--- src/sv/mhpq_pkg.sv ---
// Shared types and constants for the max-heap priority queue.
package mhpq_pkg;

	localparam int KEY_W       = 31;
	localparam int HANDLE_W    = 6;
	localparam int COUNT_W     = 7;
	localparam int IN_DATA_W   = 40;
	localparam int OUT_DATA_W  = 48;
	localparam int OUT_USER_W  = 2;

	localparam logic OP_PUSH = 1'b0;
	localparam logic OP_POP  = 1'b1;

	typedef struct packed {
		logic [HANDLE_W-1:0] handle;
		logic [KEY_W-1:0]    key;
	} entry_t;

	// controller -> datapath
	typedef struct packed {
		logic start;      // input transfer: latch item, set up op
		logic rd_parent;  // read parent of hole
		logic up_move;    // parent moves down into hole
		logic pop_load;   // take root as result, last entry becomes sift item
		logic rd_child;   // read both children of hole
		logic dn_move;    // larger child moves up into hole
		logic place;      // write sift item into hole
		logic emit;       // load output register
	} cmd_t;

	// datapath -> controller
	typedef struct packed {
		logic full;
		logic empty;
		logic at_root;
		logic leaf;
		logic up_go;
		logic dn_go;
		logic out_free;
	} status_t;

endpackage

--- src/sv/mhpq_ctrl.sv ---
// Sequencer for push sift-up and pop sift-down.
module mhpq_ctrl
	import mhpq_pkg::*;
(
	input  logic    clk,
	input  logic    arst_n,
	input  logic    in_valid,
	input  logic    in_op,
	output logic    in_ready,
	input  status_t st,
	output cmd_t    cmd
);

	typedef enum logic [2:0] {
		S_IDLE,
		S_UP_CHK,
		S_UP_CMP,
		S_POP_LD,
		S_DN_CHK,
		S_DN_CMP,
		S_FIN
	} state_t;

	state_t state_q;
	state_t state_nxt;
	logic   acc;

	assign in_ready = (state_q == S_IDLE);
	assign acc      = in_valid && in_ready;

	always_comb begin
		cmd       = '0;
		state_nxt = state_q;
		case (state_q)
			S_IDLE: begin
				if (acc) begin
					cmd.start = 1'b1;
					if (in_op == OP_PUSH) begin
						state_nxt = st.full ? S_FIN : S_UP_CHK;
					end else begin
						state_nxt = st.empty ? S_FIN : S_POP_LD;
					end
				end
			end
			S_UP_CHK: begin
				if (st.at_root) begin
					cmd.place = 1'b1;
					state_nxt = S_FIN;
				end else begin
					cmd.rd_parent = 1'b1;
					state_nxt     = S_UP_CMP;
				end
			end
			S_UP_CMP: begin
				if (st.up_go) begin
					cmd.up_move = 1'b1;
					state_nxt   = S_UP_CHK;
				end else begin
					cmd.place = 1'b1;
					state_nxt = S_FIN;
				end
			end
			S_POP_LD: begin
				cmd.pop_load = 1'b1;
				state_nxt    = S_DN_CHK;
			end
			S_DN_CHK: begin
				if (st.leaf) begin
					cmd.place = 1'b1;
					state_nxt = S_FIN;
				end else begin
					cmd.rd_child = 1'b1;
					state_nxt    = S_DN_CMP;
				end
			end
			S_DN_CMP: begin
				if (st.dn_go) begin
					cmd.dn_move = 1'b1;
					state_nxt   = S_DN_CHK;
				end else begin
					cmd.place = 1'b1;
					state_nxt = S_FIN;
				end
			end
			S_FIN: begin
				if (st.out_free) begin
					cmd.emit  = 1'b1;
					state_nxt = S_IDLE;
				end
			end
			default: begin
				state_nxt = S_IDLE;
			end
		endcase
	end

	always_ff @(posedge clk or negedge arst_n) begin
		if (!arst_n) begin
			state_q <= S_IDLE;
		end else begin
			state_q <= state_nxt;
		end
	end

endmodule

--- config.mk ---
export PLATFORM = sky130hd
export DESIGN_NAME = mhpq_ctrl
export DESIGN_NICKNAME = d
export VERILOG_FILES = /design/src/sv/mhpq_pkg.sv /design/src/sv/mhpq_ctrl.sv
export SDC_FILE = /design/constraint.sdc
export NUM_CORES = 1
export LEC_CHECK = 0
export ABC_AREA = 1
export BUFFER_PORTS_ARGS = -buffer_cell sky130_fd_sc_hd__buf_2
export CAP_MARGIN = 20
export CORE_AREA = 2 2 39 41
export CTS_BUF_LIST = sky130_fd_sc_hd__clkbuf_4
export DETAILED_ROUTE_END_ITERATION = 10
export DIE_AREA = 0 0 41 43
export SYNTH_ARGS = -nofsm -noshare
export SYNTH_HDL_FRONTEND = slang
export SYNTH_SLANG_ARGS = --single-unit
--- constraint.sdc ---
create_clock -name clk -period 2.2 [get_ports clk]
set_input_delay 0.22 -clock clk [delete_from_list [all_inputs] [get_ports clk]]
set_output_delay 0.22 -clock clk [all_outputs]
set_load 0.03 [all_outputs]
Yosys cells after proc, flatten, opt, wreduce, memory -nomap -nowiden
Index checks and enable logic that the tools add are counted.
{"block": "totals", "reg_bits": 3, "latch_bits": 0, "ram_bits": 0, "mem_bits_ro": 0, "in_bits": 11, "output_inout_bits": 9, "word_cells": 40, "memories": 0}
{"block": "classes", "add_sub_neg": 0, "multipliers": 0, "div_mod_pow": 0, "order_cmp": 0, "eq_ne": 8, "shift": 0, "mux": 28, "n_bitwise": 0, "reduce_logical": 3}
{"op": "2-to-1 mux 3 bit", "n": 7}
{"op": "case mux 3 bit (7 select lines)", "n": 1}
{"op": "2-to-1 mux 1 bit", "n": 17}
{"op": "equality test 3 bit, second input constant", "n": 3}
{"op": "equality test 3 x 2 -> 1 bit, second input constant", "n": 2}
{"op": "2-to-1 mux 2 bit", "n": 2}
{"op": "case mux 1 bit (4 select lines)", "n": 1}
{"op": "equality test 3 x 1 -> 1 bit, second input constant", "n": 1}
{"op": "zero test 3 bit", "n": 1}
{"op": "inequality test 2 x 1 -> 1 bit, second input constant", "n": 1}
{"op": "inequality test 2 bit, second input constant", "n": 1}
{"op": "AND reduction 2 bit", "n": 1}
{"op": "logical AND 1 bit", "n": 1}

Longest topological paths before layout
{"block": "depth", "ltp_word": 4, "ltp_mapped": 8, "depth_no_buf": 8}

Worst setup path before layout
OpenSTA, ideal clock, no wires.
{"block": "synth_timing", "path_kind": "reg-to-output", "start": "reg state_q[1]", "end": "out cmd[2] in the netlist's numbering", "t_arrival_ns": 1.246, "required_time_ns": 1.980, "setup_slack_ns": 0.734, "stages_incl_launch_ff": 4, "n_path_buf": 0, "cell_sequence": "dfrtp_1 inv_2 nand2_1 nor3_1"}
{"item": "from (decl)", "line_no": "mhpq_ctrl.sv:24", "rtl": "state_t state_q;"}
{"item": "from (signal assigned)", "line_no": "mhpq_ctrl.sv:101", "rtl": "state_q <= state_nxt;"}
{"item": "to (decl)", "line_no": "mhpq_ctrl.sv:11", "rtl": "output cmd_t cmd"}

==> impl_metrics.tcl <==
set metrics [dict create \
    status "complete, no violations" \
    max-cap-violations 0 \
    place_congestion 0.730 \
    cts-hold-fix-buffers 1 \
    pwr-share-seq 0.197 \
    irDropWorstVdd_mv 0.433 \
    design_area_um2 485 \
    cp-end-kind "primary output" \
    layout_commonest_cell "buf_2" \
    syn_inst 60 \
    ys_types 16 \
    clk_pin_slew_ns 0.04 \
    syn_nets 71 \
    ys_ff_latch 3 \
    largest_reg_flops 3 \
    layout_common_cells "buf_2 (19), inv_1 (13), nand2_1 (12), nor2_1 (9), nand3_1 (7)" \
    grt_use_met3 0.0628 \
    cts.path.max_buffers 2 \
    top_register "state_q" \
    start_util 0.247 \
    cp_slowest_stage_delay_ns 0.46 \
    grtUsageMet1 0.130 \
    num_io_pins 20 \
    ys_seq_area_frac 0.220 \
    fin_util 0.351 \
    routedWlPerCell_um 8.21 \
    final_nets 95 \
    rsz0062_at_grt "no" \
    tightest_slew_ns 0.256 \
    fin_crit_ns 1.60 \
    p_switching_mw 0.359 \
    critPathMostFrequentCell "nand3_1" \
    finalHoldViolations 0 \
    synth-warning-count 0 \
    cp_slowest_cell "dfrtp_1" \
    p_leak_nw 0.334 \
    drtAntennaViolNets 0 \
    critPathRequiredTime_ns 1.98 \
    cts_setup_buffers 0 \
    cts_resized 0 \
    cts_tree "built" \
    htreeDepth 1 \
    fp.dieW_um 41 \
    critical_path_arrival_ns 1.38 \
    path_class "flop to primary output" \
    vias_per_cell 4.20 \
    layout-drive-gt1-share 0.373 \
    core_area_um2 1380 \
    critPathMaxFanout 8 \
    port_buffers 19 \
    p_sw_frac 0.547 \
    place_inst 94 \
    drt_drc_violations_left 0 \
    slew_headroom 0.829 \
    fin_cells 99 \
    fin_crit_sh 0.729 \
    grt_usage 0.116 \
    dr.pass1.iters 4 \
    grt_busiest_layer "met2" \
    numCtsBuffers 3 \
    intPower_mw 0.297 \
    met2_usage 0.169 \
    crit_path_start_kind "flop" \
    clk_latency_ns 0.23 \
    cts_sinks 3 \
    grt_first_pass_wirelength_um 1300 \
    avgSynthCellArea_um2 5.69 \
    drt_iter0_markers 8 \
    antenna_found_initial 0 \
    clockRootBuffer "clkbuf_4" \
    hp-class "input port to flop" \
    grt_overflow 0 \
    hpwl_um 680 \
    powerDensity_nw_per_um2 1350 \
    maxSlewViolCount 0 \
    setup_viol 0 \
    reg_top3 "state_q: 3 flops" \
    grt_pass1_vias 360 \
    crit_chain "nor2_2 > nand3_1 > nand3_1 > or2_1 > buf_2" \
    comb_power_share 0.640 \
    fin_worst_skew_ns 0.00296 \
    clockPowerShare 0.164 \
    syn-cell-area_um2 342 \
    dpl_cell_area_um2 445 \
    fin_setup_tns_ns 0 \
    num_vias 416 \
    syn_to_final_growth_pct 42.1 \
    wl_um 813 \
    grt_max_degree 9 \
    diodes 0 \
    fillCellCount 163 \
    design.die.area_um2 1760 \
    die_h_um 43 \
    placementRows 14 \
    fmax_mhz 624 \
]
[through the flow]
step	setup WS, ns	power, mW	hold WS [ns]
finish	0.597	0.656	0.297
global route	0.478	0.718	0.308
CTS	0.593	0.660	0.302
detailed placement	0.843	0.547	0.0169
global placement	0.869	0.550	0.0178
floorplan	0.734	0.460	-0.0756
[power by group through the flow]
stage / sequential (mW) / clock, mW / combinational, mW
floorplan: 0.111 / 0 / 0.349
global placement: 0.130 / 0 / 0.420
detailed placement: 0.130 / 0 / 0.418
CTS: 0.129 / 0.109 / 0.421
global route: 0.136 / 0.121 / 0.460
finish: 0.129 / 0.107 / 0.420
[worst max-delay path, delay by kind of cell, from the launching register on]
family / cells / cell delay (ns)
DFF: 1 / 0.46
buffers and inverters: 1 / 0.18
and+or+nand+nor: 4 / 0.52
[layer usage]
layer | up-vias | wire length [um]
met4 | 0 | 0
met3 | 0 | 74
met2 | 14 | 386
met5 | - | 0
met1 | 175 | 353
li1 | 227 | -
[logic make-up (layout without fill, tap and decap cells)]
logic type      after synthesis  after routing  synth area share
compound gates                2              2            0.0366
buf+inv                      16             39             0.198
simple gates                 39             39             0.546
flops                         3              3             0.220
[cell usage after synthesis]
library cell / n / area [um2]
inv_2: 2 / 7.51
o21bai_1: 1 / 7.51
inv_1: 13 / 48.8
or2_1: 1 / 6.26
nand2_1: 12 / 45.0
nor3_2: 1 / 10.0
nor2_2: 2 / 12.5
nand3_1: 7 / 35.0
nor3_1: 3 / 15.0
a21oi_1: 1 / 5.00
dfrtp_1: 3 / 75.1
nand3_2: 1 / 10.0
nand2_2: 2 / 12.5
buf_6: 1 / 11.3
nand4_1: 1 / 6.26
nor2_1: 9 / 33.8
[final timing paths]
check / start / endpoint / slack, ns / depth (start not counted)
hold / removal: st[0] / state_q[1]$_DFFE_PN0P_ / 0.30 / 4
max in group asynchronous: arst_n / state_q[2]$_DFFE_PN0P_ / 1.78 / 2
setup / recovery: state_q[0]$_DFFE_PN0P_ / cmd[1] / 0.60 / 5
min in group asynchronous: arst_n / state_q[1]$_DFFE_PN0P_ / 0.31 / 2
setup reg to reg: state_q[0]$_DFFE_PN0P_ / state_q[1]$_DFFE_PN0P_ / 1.04 / 5
hold reg to reg: state_q[1]$_DFFE_PN0P_ / state_q[1]$_DFFE_PN0P_ / 0.78 / 4
[area by class of cell]
cell class                 count  area (um2)  area share
multi-input combinational     41         199       0.410
timing repair buffer          20         105       0.216
sequential                     3        75.1       0.155
tap                           16        20.0      0.0412
inverter                      15        56.3       0.116
clock buffer                   4        30.0      0.0619
Note: power is estimated with default switching activity, not from simulation.
